<file path="config.mk">
export PLATFORM = sky130hd
export DESIGN_NAME = counter_keyed_groestl_compress
export DESIGN_NICKNAME = d
export VERILOG_FILES = /design/src/hdl/ckgc_pkg.sv /design/src/hdl/ckgc_datapath.sv /design/src/hdl/ckgc_ctrl.sv /design/src/hdl/counter_keyed_groestl_compress.sv
export SDC_FILE = /design/constraint.sdc
export NUM_CORES = 2
export LEC_CHECK = 0
export BUFFER_PORTS_ARGS = -buffer_cell sky130_fd_sc_hd__buf_4
export CAP_MARGIN = 5
export CORE_ASPECT_RATIO = 1.4
export CORE_MARGIN = 1
export CORE_UTILIZATION = 54
export DETAILED_ROUTE_END_ITERATION = 6
export GPL_TIMING_DRIVEN = 0
export PLACE_DENSITY_LB_ADDON = 0.12
export RECOVER_POWER = 100
export SLEW_MARGIN = 20
export SYNTH_ARGS = -nofsm -noshare
export SYNTH_HDL_FRONTEND = slang
export SYNTH_SLANG_ARGS = --single-unit
export TNS_END_PERCENT = 50
</file>
<file path="constraint.sdc">
create_clock -name clk -period 3.9 [get_ports clk]
set_input_delay 0.39 -clock clk [delete_from_list [all_inputs] [get_ports clk]]
set_output_delay 0.39 -clock clk [all_outputs]
set_load 0.03 [all_outputs]
</file>
<file path="src/hdl/ckgc_pkg.sv">
// ----------------------------------------------------------------------------
// ckgc_pkg - shared types and constants
// Command codes, the S-box and the column layout for the compression core.
// ----------------------------------------------------------------------------
package ckgc_pkg;

	localparam logic [1:0] CMD_START  = 2'd0;
	localparam logic [1:0] CMD_COLUMN = 2'd1;
	localparam logic [1:0] CMD_FINISH = 2'd2;

	localparam int NUM_COLS = 8;
	localparam int BLK_COLS = 16;

	typedef logic [63:0] col_t;
	typedef col_t [NUM_COLS-1:0] state_t;

	// datapath operation selected by the controller
	localparam logic [2:0] OP_NONE   = 3'd0;
	localparam logic [2:0] OP_INIT   = 3'd1; // load initial value, clear count
	localparam logic [2:0] OP_LOAD   = 3'd2; // load P/Q operands from block
	localparam logic [2:0] OP_ROUND  = 3'd3; // one round on P, and on Q when round_q_en is set
	localparam logic [2:0] OP_MIX    = 3'd4; // left ^= right, round zero
	localparam logic [2:0] OP_FOLD   = 3'd5; // chain ^= left ^ right, count++
	localparam logic [2:0] OP_FLOAD  = 3'd6; // left = chain (finish)
	localparam logic [2:0] OP_FFOLD  = 3'd7; // chain ^= left

	typedef struct packed {
		logic [2:0] op;
		logic       round_q_en; // Q register takes a round too
		logic [3:0] rnd;
		logic       wr_col;
		logic [3:0] wr_addr;
		logic       clr_chain;
	} dp_cmd_t;

	localparam logic [7:0] SBOX [256] = '{
	8'h63,8'h7c,8'h77,8'h7b,8'hf2,8'h6b,8'h6f,8'hc5,8'h30,8'h01,8'h67,8'h2b,8'hfe,8'hd7,8'hab,8'h76,
	8'hca,8'h82,8'hc9,8'h7d,8'hfa,8'h59,8'h47,8'hf0,8'had,8'hd4,8'ha2,8'haf,8'h9c,8'ha4,8'h72,8'hc0,
	8'hb7,8'hfd,8'h93,8'h26,8'h36,8'h3f,8'hf7,8'hcc,8'h34,8'ha5,8'he5,8'hf1,8'h71,8'hd8,8'h31,8'h15,
	8'h04,8'hc7,8'h23,8'hc3,8'h18,8'h96,8'h05,8'h9a,8'h07,8'h12,8'h80,8'he2,8'heb,8'h27,8'hb2,8'h75,
	8'h09,8'h83,8'h2c,8'h1a,8'h1b,8'h6e,8'h5a,8'ha0,8'h52,8'h3b,8'hd6,8'hb3,8'h29,8'he3,8'h2f,8'h84,
	8'h53,8'hd1,8'h00,8'hed,8'h20,8'hfc,8'hb1,8'h5b,8'h6a,8'hcb,8'hbe,8'h39,8'h4a,8'h4c,8'h58,8'hcf,
	8'hd0,8'hef,8'haa,8'hfb,8'h43,8'h4d,8'h33,8'h85,8'h45,8'hf9,8'h02,8'h7f,8'h50,8'h3c,8'h9f,8'ha8,
	8'h51,8'ha3,8'h40,8'h8f,8'h92,8'h9d,8'h38,8'hf5,8'hbc,8'hb6,8'hda,8'h21,8'h10,8'hff,8'hf3,8'hd2,
	8'hcd,8'h0c,8'h13,8'hec,8'h5f,8'h97,8'h44,8'h17,8'hc4,8'ha7,8'h7e,8'h3d,8'h64,8'h5d,8'h19,8'h73,
	8'h60,8'h81,8'h4f,8'hdc,8'h22,8'h2a,8'h90,8'h88,8'h46,8'hee,8'hb8,8'h14,8'hde,8'h5e,8'h0b,8'hdb,
	8'he0,8'h32,8'h3a,8'h0a,8'h49,8'h06,8'h24,8'h5c,8'hc2,8'hd3,8'hac,8'h62,8'h91,8'h95,8'he4,8'h79,
	8'he7,8'hc8,8'h37,8'h6d,8'h8d,8'hd5,8'h4e,8'ha9,8'h6c,8'h56,8'hf4,8'hea,8'h65,8'h7a,8'hae,8'h08,
	8'hba,8'h78,8'h25,8'h2e,8'h1c,8'ha6,8'hb4,8'hc6,8'he8,8'hdd,8'h74,8'h1f,8'h4b,8'hbd,8'h8b,8'h8a,
	8'h70,8'h3e,8'hb5,8'h66,8'h48,8'h03,8'hf6,8'h0e,8'h61,8'h35,8'h57,8'hb9,8'h86,8'hc1,8'h1d,8'h9e,
	8'he1,8'hf8,8'h98,8'h11,8'h69,8'hd9,8'h8e,8'h94,8'h9b,8'h1e,8'h87,8'he9,8'hce,8'h55,8'h28,8'hdf,
	8'h8c,8'ha1,8'h89,8'h0d,8'hbf,8'he6,8'h42,8'h68,8'h41,8'h99,8'h2d,8'h0f,8'hb0,8'h54,8'hbb,8'h16
	};

	localparam logic [2:0] ROT_Q [8] = '{3'd1,3'd3,3'd5,3'd7,3'd0,3'd2,3'd4,3'd6};

	function automatic logic [7:0] xt(input logic [7:0] a);
		xt = {a[6:0], 1'b0} ^ (a[7] ? 8'h1b : 8'h00);
	endfunction

	// one Groestl round; is_q picks the Q constants and shifts
	function automatic state_t grnd(input state_t s, input logic is_q, input logic [3:0] rc);
		logic [7:0] x [8][8];
		logic [7:0] y [8][8];
		logic [7:0] a [8];
		logic [7:0] v;
		logic [2:0] sh;
		state_t o;
		for (int r = 0; r < 8; r++)
			for (int j = 0; j < 8; j++)
				x[r][j] = s[j][8*r +: 8];
		for (int j = 0; j < 8; j++) begin
			if (is_q) begin
				for (int r = 0; r < 7; r++)
					x[r][j] = x[r][j] ^ 8'hff;
				x[7][j] = x[7][j] ^ ({j[3:0], 4'h0} ^ 8'hff ^ {4'h0, rc});
			end else begin
				x[0][j] = x[0][j] ^ ({j[3:0], 4'h0} ^ {4'h0, rc});
			end
		end
		for (int r = 0; r < 8; r++) begin
			sh = is_q ? ROT_Q[r] : r[2:0];
			for (int j = 0; j < 8; j++)
				y[r][j] = SBOX[x[r][3'(j + int'(sh))]];
		end
		for (int j = 0; j < 8; j++)
			for (int k = 0; k < 8; k++) begin
				for (int i = 0; i < 8; i++)
					a[i] = y[(k + i) % 8][j];
				v = xt(a[0]) ^ xt(a[1]) ^ xt(a[2]) ^ a[2] ^ xt(xt(a[3]))
					^ xt(xt(a[4])) ^ a[4] ^ xt(a[5]) ^ a[5]
					^ xt(xt(a[6])) ^ a[6] ^ xt(xt(a[7])) ^ xt(a[7]) ^ a[7];
				o[j][8*k +: 8] = v;
			end
		return o;
	endfunction

endpackage

</file>
<file path="src/hdl/ckgc_datapath.sv">
// ----------------------------------------------------------------------------
// ckgc_datapath - state registers and round unit
// Block store, chain value, P and Q registers with one round per cycle, Q only when enabled.
// ----------------------------------------------------------------------------
module ckgc_datapath (
	input  logic              clk,
	input  logic              arst_n,
	input  ckgc_pkg::dp_cmd_t cmd,
	input  logic [63:0]       column_data,
	input  logic [8:0]        hash_bits,
	input  logic [4:0]        byte_sel,
	output logic [7:0]        digest_byte
);
	ckgc_pkg::col_t   blk_q [ckgc_pkg::BLK_COLS];
	ckgc_pkg::state_t chain_q, left_q, right_q;
	ckgc_pkg::state_t left_rnd, right_rnd;
	logic [63:0]      bidx_q;
	logic [63:0]      cnt;
	logic [63:0]      ctr;
	logic [5:0]       b;

	always_ff @(posedge clk) begin
		if (cmd.wr_col)
			blk_q[cmd.wr_addr] <= column_data;
	end

	assign left_rnd  = ckgc_pkg::grnd(left_q, 1'b0, cmd.rnd);
	assign right_rnd = ckgc_pkg::grnd(right_q, 1'b1, cmd.rnd);
	assign cnt = bidx_q + 64'd1;

	always_comb begin
		for (int r = 0; r < 8; r++)
			ctr[8*r +: 8] = cnt[8*(7-r) +: 8];
	end

	always_ff @(posedge clk or negedge arst_n) begin
		if (!arst_n) begin
			// initial value for 256 bits: row 6 of column 7 holds bit 8
			chain_q <= {8'h00, 8'h01, 48'd0, 448'd0};
			left_q  <= '0;
			right_q <= '0;
			bidx_q  <= '0;
		end else begin
			case (cmd.op)
				ckgc_pkg::OP_INIT: begin
					chain_q <= {hash_bits[7:0], 7'd0, hash_bits[8], 48'd0, 448'd0};
					bidx_q  <= '0;
				end
				ckgc_pkg::OP_LOAD: begin
					for (int j = 0; j < 8; j++)
						right_q[j] <= chain_q[j] ^ blk_q[8+j];
					for (int j = 0; j < 7; j++)
						left_q[j] <= blk_q[j];
					left_q[7] <= blk_q[7] ^ ctr;
				end
				ckgc_pkg::OP_ROUND: begin
					left_q <= left_rnd;
					if (cmd.round_q_en)
						right_q <= right_rnd;
				end
				ckgc_pkg::OP_MIX: begin
					left_q <= left_q ^ right_q;
				end
				ckgc_pkg::OP_FOLD: begin
					chain_q <= chain_q ^ left_q ^ right_q;
					bidx_q  <= cnt;
				end
				ckgc_pkg::OP_FLOAD: begin
					left_q <= chain_q;
				end
				ckgc_pkg::OP_FFOLD: begin
					chain_q <= chain_q ^ left_q;
				end
				default: begin
					if (cmd.clr_chain) begin
						chain_q <= '0;
						bidx_q  <= '0;
					end
				end
			endcase
		end
	end

	// byte_sel counts bytes from the end: digest byte k is byte 64-n+k of h
	assign b = 6'd63 - {1'b0, byte_sel};
	assign digest_byte = chain_q[b[5:3]][8*b[2:0] +: 8];
endmodule

</file>
<file path="src/hdl/ckgc_ctrl.sv">
// ----------------------------------------------------------------------------
// ckgc_ctrl - sequencer
// Handshakes, column count, round count and digest byte count.
// ----------------------------------------------------------------------------
module ckgc_ctrl #(
	parameter int ROUNDS = 10
) (
	input  logic              clk,
	input  logic              arst_n,
	input  logic              valid,
	output logic              stall,
	input  logic [1:0]        command,
	input  logic [8:0]        hash_bits,
	output logic              out_valid,
	input  logic              out_stall,
	output logic              last_byte,
	output logic [4:0]        byte_sel,
	output ckgc_pkg::dp_cmd_t cmd
);
	localparam logic [3:0] ST_IDLE  = 4'd0;
	localparam logic [3:0] ST_LOAD  = 4'd1;
	localparam logic [3:0] ST_PQ    = 4'd2;
	localparam logic [3:0] ST_MIX   = 4'd3;
	localparam logic [3:0] ST_P2    = 4'd4;
	localparam logic [3:0] ST_FOLD  = 4'd5;
	localparam logic [3:0] ST_FLOAD = 4'd6;
	localparam logic [3:0] ST_FP    = 4'd7;
	localparam logic [3:0] ST_FFOLD = 4'd8;
	localparam logic [3:0] ST_EMIT  = 4'd9;
	localparam logic [3:0] RLAST = 4'(ROUNDS - 1);

	logic [3:0] state_q;
	logic [3:0] col_q;
	logic [3:0] rnd_q;
	logic [4:0] rem_q;
	logic [5:0] n;
	logic       take;

	assign stall = (state_q != ST_IDLE);
	assign take  = valid && !stall;

	// digest byte count, clamped to 1..32
	always_comb begin
		if (hash_bits[8:3] == 6'd0)      n = 6'd1;
		else if (hash_bits[8:3] > 6'd32) n = 6'd32;
		else                             n = hash_bits[8:3];
	end

	assign out_valid = (state_q == ST_EMIT);
	assign byte_sel  = rem_q;
	assign last_byte = (rem_q == 5'd0);

	always_comb begin
		cmd = '0;
		cmd.rnd = rnd_q;
		cmd.wr_addr = col_q;
		case (state_q)
			ST_IDLE: begin
				if (take && command == ckgc_pkg::CMD_START)
					cmd.op = ckgc_pkg::OP_INIT;
				cmd.wr_col = take && command == ckgc_pkg::CMD_COLUMN;
			end
			ST_LOAD:  cmd.op = ckgc_pkg::OP_LOAD;
			ST_PQ: begin
				cmd.op = ckgc_pkg::OP_ROUND;
				cmd.round_q_en = 1'b1;
			end
			ST_MIX:   cmd.op = ckgc_pkg::OP_MIX;
			ST_P2:    cmd.op = ckgc_pkg::OP_ROUND;
			ST_FOLD:  cmd.op = ckgc_pkg::OP_FOLD;
			ST_FLOAD: cmd.op = ckgc_pkg::OP_FLOAD;
			ST_FP:    cmd.op = ckgc_pkg::OP_ROUND;
			ST_FFOLD: cmd.op = ckgc_pkg::OP_FFOLD;
			ST_EMIT:  cmd.clr_chain = !out_stall && last_byte;
			default:  cmd.op = ckgc_pkg::OP_NONE;
		endcase
	end

	always_ff @(posedge clk or negedge arst_n) begin
		if (!arst_n) begin
			state_q <= ST_IDLE;
			col_q   <= '0;
			rnd_q   <= '0;
			rem_q   <= '0;
		end else begin
			case (state_q)
				ST_IDLE: begin
					if (take) begin
						case (command)
							ckgc_pkg::CMD_START: col_q <= '0;
							ckgc_pkg::CMD_COLUMN: begin
								col_q <= col_q + 4'd1;
								if (col_q == 4'd15)
									state_q <= ST_LOAD;
							end
							ckgc_pkg::CMD_FINISH: state_q <= ST_FLOAD;
							default: ;
						endcase
					end
				end
				ST_LOAD: begin
					rnd_q <= '0;
					state_q <= ST_PQ;
				end
				ST_PQ, ST_P2, ST_FP: begin
					if (rnd_q == RLAST) begin
						rnd_q <= '0;
						state_q <= (state_q == ST_PQ) ? ST_MIX
						         : (state_q == ST_P2) ? ST_FOLD : ST_FFOLD;
					end else begin
						rnd_q <= rnd_q + 4'd1;
					end
				end
				ST_MIX:  state_q <= ST_P2;
				ST_FOLD: state_q <= ST_IDLE;
				ST_FLOAD: begin
					rnd_q <= '0;
					state_q <= ST_FP;
				end
				ST_FFOLD: begin
					rem_q <= 5'(n - 6'd1);
					state_q <= ST_EMIT;
				end
				ST_EMIT: begin
					if (!out_stall) begin
						rem_q <= rem_q - 5'd1;
						if (last_byte) begin
							col_q <= '0;
							state_q <= ST_IDLE;
						end
					end
				end
				default: state_q <= ST_IDLE;
			endcase
		end
	end
endmodule

</file>
<file path="src/hdl/counter_keyed_groestl_compress.sv">
// ----------------------------------------------------------------------------
// counter_keyed_groestl_compress - counter-keyed Groestl-256 style hash core
// Sequencer plus datapath; P and Q rounds share one cycle per round.
// ----------------------------------------------------------------------------
//  channel   direction  handshake           payload
//  in        to core    valid / stall       command, column_data
//  out       from core  out_valid/out_stall digest_byte, last_byte
//  cfg       to core    cfg_valid/cfg_ready cfg_data (hash_bits)
//
// A start or a column item is taken without a stall. The sixteenth column
// of a block then holds the input while P and Q run side by side, one round
// per cycle in the round unit, then the second P pass and the fold. Finish
// holds the input for the final P, then one digest byte per cycle while
// out_stall is low. Reset loads the initial value for 256 bits.
// ----------------------------------------------------------------------------
module counter_keyed_groestl_compress #(
	parameter int ROUNDS = 10
) (
	input  logic        clk,
	input  logic        arst_n,
	input  logic        valid,
	output logic        stall,
	input  logic [1:0]  command,
	input  logic [63:0] column_data,
	output logic        out_valid,
	input  logic        out_stall,
	output logic [7:0]  digest_byte,
	output logic        last_byte,
	input  logic        cfg_valid,
	output logic        cfg_ready,
	input  logic [8:0]  cfg_data
);
	ckgc_pkg::dp_cmd_t cmd;
	logic [8:0]        hash_bits_q;
	logic [4:0]        byte_sel;

	// config register, always ready
	assign cfg_ready = 1'b1;
	always_ff @(posedge clk or negedge arst_n) begin
		if (!arst_n)
			hash_bits_q <= 9'd256;
		else if (cfg_valid)
			hash_bits_q <= cfg_data;
	end

	ckgc_ctrl #(.ROUNDS(ROUNDS)) u_ctrl (
		.clk(clk), .arst_n(arst_n), .valid(valid), .stall(stall),
		.command(command), .hash_bits(hash_bits_q), .out_valid(out_valid),
		.out_stall(out_stall), .last_byte(last_byte), .byte_sel(byte_sel),
		.cmd(cmd)
	);

	ckgc_datapath u_dp (
		.clk(clk), .arst_n(arst_n), .cmd(cmd), .column_data(column_data),
		.hash_bits(hash_bits_q), .byte_sel(byte_sel), .digest_byte(digest_byte)
	);
endmodule

</file>
After elaboration in Yosys (flattened, before gate mapping)
Memories as Yosys holds them, arrays and structs flattened.
Index checks and enable logic that the tools add are counted.
- mux-type cells: 33
- reduce and logical (&&, ||, !) cells: 28
- magnitude comparators: 2
- bitwise logic cells: 14
- equality and inequality tests: 28
- add/sub/neg operators: 6
- shifts and indexed selects: 1
- operator list (kind ; number):
    512-bit case mux with 4 select lines ; 1
    512-bit case mux with 3 select lines ; 1
    512-bit XOR ; 3
    512-bit two-way mux ; 2
    64-bit XOR ; 9
    64-bit binary-select mux with 3-bit select ; 1
    64-bit case mux with 3 select lines ; 1
    64-bit two-way mux ; 2
    64-bit by 1-bit adder with 64-bit output (second input constant) ; 1
    64-bit by 7-bit indexed part select with 8-bit output ; 1
    4-bit two-way mux ; 9
    4-bit case mux with 2 select lines ; 4
    4-bit case mux with 7 select lines ; 1
    3-bit case mux with 7 select lines ; 1
    4-bit by 3-bit equality test with 1-bit output (second input constant) ; 4
    4-bit equality test (second input constant) ; 4
    5-bit two-way mux ; 3
    3-bit equality test (second input constant) ; 4
    4-bit nonzero test ; 3
    5-bit case mux with 2 select lines ; 1
    5-bit by 1-bit subtractor with 5-bit output (second input constant) ; 2
    4-bit by 1-bit adder with 4-bit output (second input constant) ; 2
    4-bit by 2-bit equality test with 1-bit output (second input constant) ; 2
    2-bit AND reduction ; 4
    29 further kinds ; 46
- memories: 1
- word-level logic and storage cells: 143
- input bits: 80
- RAM bits: 1024
- register bits after elaboration: 1626
- memories (name ; depth ; width ; read ports ; clocked after memory_dff ; write ports ; line ; text):
    u_dp.blk_q ; 16 ; 64 ; 16 ; 0 ; 1 ; ckgc_datapath.sv:14 ; ckgc_pkg::col_t blk_q [ckgc_pkg::BLK_COLS];

Longest topological paths before layout
- depth in word-level cells: 10
- depth in mapped cells: 11
- depth with buffers taken out: 9

Modules after synthesis
From an unflattened synthesis, not the netlist that was laid out.
- cells, all modules: 6739
- area total of the unflattened synthesis: 71233.3 um^2
- by module, submodules not included (module ; times used ; sequential area each (um^2) ; cells each ; area an instance (um^2)):
    ckgc_datapath ; 1 ; 36196.0 ; 6561 ; 69486.6
    ckgc_ctrl ; 1 ; 425.4 ; 157 ; 1362.6
    counter_keyed_groestl_compress ; 1 ; 226.5 ; 21 ; 384.1

Worst setup path after synthesis
No wires, ideal clock.
- path type: reg2reg
- start point: register u_ctrl.state_q[0]
- end point: memory u_dp.blk_q[12][0] (netlist bit) (enable)
- library setup time: 0.429 ns
- setup slack: 0.202 ns
- stages on the path, launching flop included: 8
- period minus slack after synthesis: 3.698 ns
- arrival: 3.269 ns
- path buffers: 2
- path through: dfrtp_1 buf_2 or4_1 buf_2 nor2_1 nand3_1 nor2_1 and2_1
- cells in the longest elaborated chain, start to end: 7
- ends and longest elaborated chain (element ; line ; text):
    start, declared ; ckgc_ctrl.sv:32 ; logic [3:0] state_q;
    start signal, assigned ; ckgc_ctrl.sv:108 ; state_q <= (state_q == ST_PQ) ? ST_MIX
    4-bit nonzero test ; ckgc_ctrl.sv:39 ; assign stall = (state_q != ST_IDLE);
    net stall ; counter_keyed_groestl_compress.sv:22 ; output logic stall,
    1-bit logical NOT ; ckgc_ctrl.sv:40 ; assign take = valid && !stall;
    1-bit logical AND ; ckgc_ctrl.sv:40 ;
    1-bit logical AND ; ckgc_ctrl.sv:61 ; cmd.wr_col = take && command == ckgc_pkg::CMD_COLUMN;
    1-bit two-way mux ; ckgc_ctrl.sv:57 ; case (state_q)
    1-bit two-way mux ; ckgc_datapath.sv:23 ; if (cmd.wr_col)
    1-bit two-way mux (not written as such) ; ckgc_datapath.sv:24 ; blk_q[cmd.wr_addr] <= column_data;
    end, declared ; ckgc_datapath.sv:14 ;
The timed path passes the listed nets, and every way through them passes these cells.

Final worst setup path
- start point: register u_ctrl.state_q[2]
- end point: register u_dp.left_q[498] (netlist bit)
- cells in the longest elaborated chain, start to end: 8
- ends and longest elaborated chain (element ; line ; text):
    4-bit nonzero test ; ckgc_ctrl.sv:39 ;
    1-bit logical NOT ; ckgc_ctrl.sv:40 ;
    1-bit logical AND ; ckgc_ctrl.sv:40 ;
    1-bit logical AND ; ckgc_ctrl.sv:59 ; if (take && command == ckgc_pkg::CMD_START)
    1-bit two-way mux ; ckgc_ctrl.sv:59 ;
    3-bit case mux with 7 select lines * ; ckgc_ctrl.sv:57 ;
    3-bit equality test / 3-bit by 2-bit equality test with 1-bit output (equally long branches) ; ckgc_datapath.sv:44 ; case (cmd.op)
    512-bit case mux with 3 select lines / 4-bit nonzero test (equally long branches) ; -- ;
    end signal, assigned by index ; ckgc_datapath.sv:53 ; left_q[j] <= blk_q[j];
    end signal, assigned ; ckgc_datapath.sv:57 ; left_q <= left_rnd;
    end signal, assigned ; ckgc_datapath.sv:62 ; left_q <= left_q ^ right_q;
    end, declared ; ckgc_datapath.sv:15 ; ckgc_pkg::state_t chain_q, left_q, right_q;
Mark *: on every way between the ends. The rest lies on a longest branch, timed or not.
A chain may end at the register's enable or synchronous reset.

==> flow_summary_export.csv <==
group,metric,value,unit
worst_setup_path,rr_startpoint,"u_ctrl.state_q[2]",
clock_network,clock-sinks,1370,
floorplanning,die_width,298,µm
synth,synthFlopType,"dfrtp_1",
finish,stdcell_count,8149,
floorplanning,die-area,124000,µm²
timing,tightest_slew,2.04,ns
global_route,grt_pass1_vias,51700,
floorplanning,initial_utilization,0.546,
global_route,grt_pass1_wl,347000,µm
synth,synth_area_per_cell,10.9,µm²
floorplanning,die_h,416,µm
floorplanning,ioPinCount,92,
placed_design,gp_congestion,1.01,
route,drc,0,
clock_network,cts_tree,"done",
worst_setup_path,worstPathCellList,"buf_2, o21ba_1, o31ai_2, clkbuf_1, a32oi_1, o22ai_1, a21o_1",
timing,setup_viol,8,
status,violations,"capacitance limit, slew limit, setup timing",
route,vias,52900,
synth,ys_async_sr_fraction,0.626,
floorplanning,core,121000,µm²
global_route,grt_max_degree,131,
synth,synthTopCellsByArea,"dfrtp_1, edfxtp_1, xor2_1",
synth,netlist.area_leader.share,0.324,
timing,maxSlewHeadroom,-0.360,
placed_design,dp_hpwl,167000,µm
timing,finalClockSkew,0.0220,ns
synth,synth_nets,6163,
worst_setup_path,critPathSlowestCell,"o31ai_2",
clock_network,root_buffer,"clkbuf_16",
synth,yosys.area_share.simple,0.0920,
global_route,grt_usage,0.385,
worst_setup_path,reg2reg_slack,-0.04,ns
synth,synth_compound_area_frac,0.175,
synth,synth-edff-count,512,
synth,yosysSeqAreaShare,0.558,
placed_design,portBuffers,89,
worst_setup_path,cp_data_required_time,4.64,ns
clock_network,clk_path_buf_depth,3,
status,status,"finished with violations",
synth,ys_ff_latch,1370,
route,routedLengthMet1,87200,µm
run,maxCapViolCount,4,
timing,fin_crit_sh,1.01,
power,worst_ir_drop_vdd,0.000932,V
finish,drive_gt1_frac,0.0734,
worst_setup_path,start_kind,"register",
synth,yosys_warnings,0,
timing,grt_setup_unrepaired,"false",
timing,final_max_slew_viol_count,279,
clock_network,htree_levels,4,
worst_setup_path,r2r-end,"u_dp.left_q[498]",
synth,synth_xor_area_frac,0.117,
power,p_leak,28.4,nW
hold_path,min_delay_path_depth,4,
clock_network,path_clk_slew,0.07,ns
finish,nets,6502,
global_route,antenna_found_initial,19,
timing,fin_crit,3.94,ns
placed_design,postPlaceCellArea,69500,µm²
route,drt-total-wl,238000,µm
worst_setup_path,crit_type,"register to register",
finish,finish.utilization,0.618,
finish,area_growth_syn_to_layout,13.3,%
route,wl_met3,22700,µm
finish,nFillCells,9935,
synth,synth_top_cell_by_area,"dfrtp_1",
route,drtIter0Drc,6878,
finish,multi_input_area,27400,µm²
global_route,grt_overflow,0,
worst_setup_path,arrival,4.68,ns
synth,synth_top_family_by_area,"compound AO/OA/AOI/OAI gates",
route,final_antenna_net_count,0,
hold_path,timing.hold.worst_endpoint,"u_ctrl.state_q[0]",
clock_network,clk-insertion-delay-late,0.81,ns
finish,regArea,36800,µm²
placed_design,place_inst,7797,
route,highest_layer,"met5",
worst_setup_path,worst-path-buf-inv,2,
route,wl_met2,110000,µm
synth,synth_cells,6075,
worst_setup_path,end_kind,"register",
synth,netlist_area,66100,µm²
worst_setup_path,crit_family,"compound AO/OA/AOI/OAI gates",
synth,synth-adder-area-share,0.00152,
power,power,71.5,mW
synth,synth_cell_type_count,81,
route,viasPerCell,6.49,
worst_setup_path,cp_max_fo,10,
timing,finalHoldViolations,0,
floorplanning,rows,151,
hold_path,hp-class,"input pin to register",
route,firstDrtPassIters,6,
timing,fmax,0.254,GHz
clock_network,cts_buffers,141,
timing,fin_ws,-0.0394,ns
route,wire_per_inst,29.2,µm
hold_path,min-delay-start,"valid",
worst_setup_path,slowest_delay,1.28,ns
finish,fin_area,74900,µm²
worst_setup_path,r2r_cells,7,
placed_design,place_worst_setup_slack,-0.965,ns
power,power.density,956,nW/µm²
synth,synth_mux_area_frac,0.0282,
==> worst max-delay path by stage <==
stage / startpoint / to / cells past startpoint
2_1_floorplan: u_ctrl.state_q[0] / u_dp.blk_q[12][0] / 7
3_3_place_gp: arst_n / u_dp.right_q[281] / 1
3_5_place_dp: u_ctrl.byte_sel[4] / digest_byte[3] / 8
4_1_cts: u_ctrl.byte_sel[3] / digest_byte[4] / 5
5_1_grt: u_ctrl.state_q[0] / u_dp.chain_q[440] / 9
6_report: u_ctrl.state_q[2] / u_dp.left_q[498] / 7
==> cell usage in the layout, fill, tap and decap left out, types with 15 or more instances in the layout <==
cell / instances
dfrtp_1: 855
nand2_1: 853
o21ai_0: 774
edfxtp_1: 512
xor2_1: 451
clkbuf_1: 429
xnor2_1: 421
a22oi_1: 390
nor2_1: 321
o211ai_1: 253
clkbuf_16: 146
a21oi_1: 85
dlygate4sd3_1: 76
mux4_2: 66
a31oi_1: 54
inv_1: 43
nand3_1: 42
clkbuf_2: 41
a211oi_1: 41
buf_2: 40
nor3_1: 39
a221oi_1: 35
buf_4: 33
nand4_1: 30
and3_1: 23
a211o_1: 23
or3_1: 21
mux2i_1: 20
nor2b_1: 19
o31ai_1: 19
buf_16: 18
o22ai_1: 18
clkinv_2: 18
clkbuf_8: 17
nor4_1: 17
o221ai_1: 16
clkinv_1: 15
and4_1: 15
==> report_power, final <==
part,switching (mW),leakage (nW),total (mW),internal [mW]
combinational,20.6,10.9,32.2,11.6
clock,5.95,2.26,13.9,7.98
sequential,5.94,15.2,25.4,19.4
==> worst register-to-register path: stages, from the launching register on <==
cell	delay (ns)
dfrtp_1	0.43
buf_2	0.22
o21ba_1	0.22
o31ai_2	1.28
clkbuf_1	1.07
a32oi_1	0.28
o22ai_1	0.27
a21o_1	0.11
==> cell families (layout without fill, tap and decap cells) <==
family	count (synthesis)	in the layout
other	1	14
xor gates and xnor gates	876	876
AOI/OAI and AO/OA	1807	1807
adders and majority gates	8	8
and+or+nand+nor	1436	1436
buffers and inverters	475	930
DFF	1370	1370
muxes	102	102
==> final cells by class <==
type                    count  area share
flip-flops and latches   1370       0.492
multi-input cells        4230       0.366
clock buffers             201      0.0531
well taps                1606      0.0268
plain buffers             430      0.0258
repair buffers            197      0.0246
clock inverters            58     0.00871
inverters                  44     0.00221
diodes                     13    0.000435
==> what timing repair did <==
item	CTS	global route
gates resized for setup	73	7
buffers inserted	4	0
hold endpoints to repair	738	0
hold buffers	76	0
setup endpoints to repair	205	38
==> stage by stage <==
step                      hold slack (ns)  setup TNS [ns]
after detailed placement            0.297          -71.28
after global routing               0.0732               0
final                              0.0633          -0.135
after floorplan                    0.0944               0
after global placement              0.465        -8341.97
after CTS                          0.0107         -0.0457
==> sequential cells by signal (all words and copies together) (netlist names) <==
signal / flops
u_dp.blk_q: 512
u_ctrl.rnd_q: 4
u_dp.bidx_q: 64
u_ctrl.byte_sel: 5
u_dp.chain_q: 256
u_ctrl.state_q: 4
u_dp.left_q: 256
u_dp.right_q: 256
u_ctrl.col_q: 4
hash_bits_q: 9
==> Yosys cell counts, types with 7 or more instances <==
library cell,number
o21ai_0,774
nor3_1,39
o311ai_0,7
mux4_2,66
dfrtp_1,856
and3_1,23
ha_1,8
nor2b_1,19
edfxtp_1,512
a21o_1,9
and4_1,15
clkbuf_2,10
nor4_1,16
inv_1,42
clkbuf_1,329
mux2i_1,24
a32oi_1,13
or3_1,21
o221ai_1,16
xnor2_1,421
a211oi_1,42
nand3_1,42
buf_2,69
and2_1,18
o211ai_1,253
nand2_1,857
a221o_1,11
mux2_2,12
nand4_1,30
a22oi_1,390
o22ai_1,18
or4_1,8
buf_1,20
xor2_1,451
nor2_1,320
a31oi_1,54
o31ai_1,21
a221oi_1,35
a21oi_1,89
a32o_1,11
a211o_1,23
==> layer usage <==
metal,track usage,vias to the layer above
met5,0,-
met1,0.481,26500
met2,0.602,2955
li1,-,22600
met3,0.0804,809
met4,0.263,18
Power figures use the tool's default switching activity.
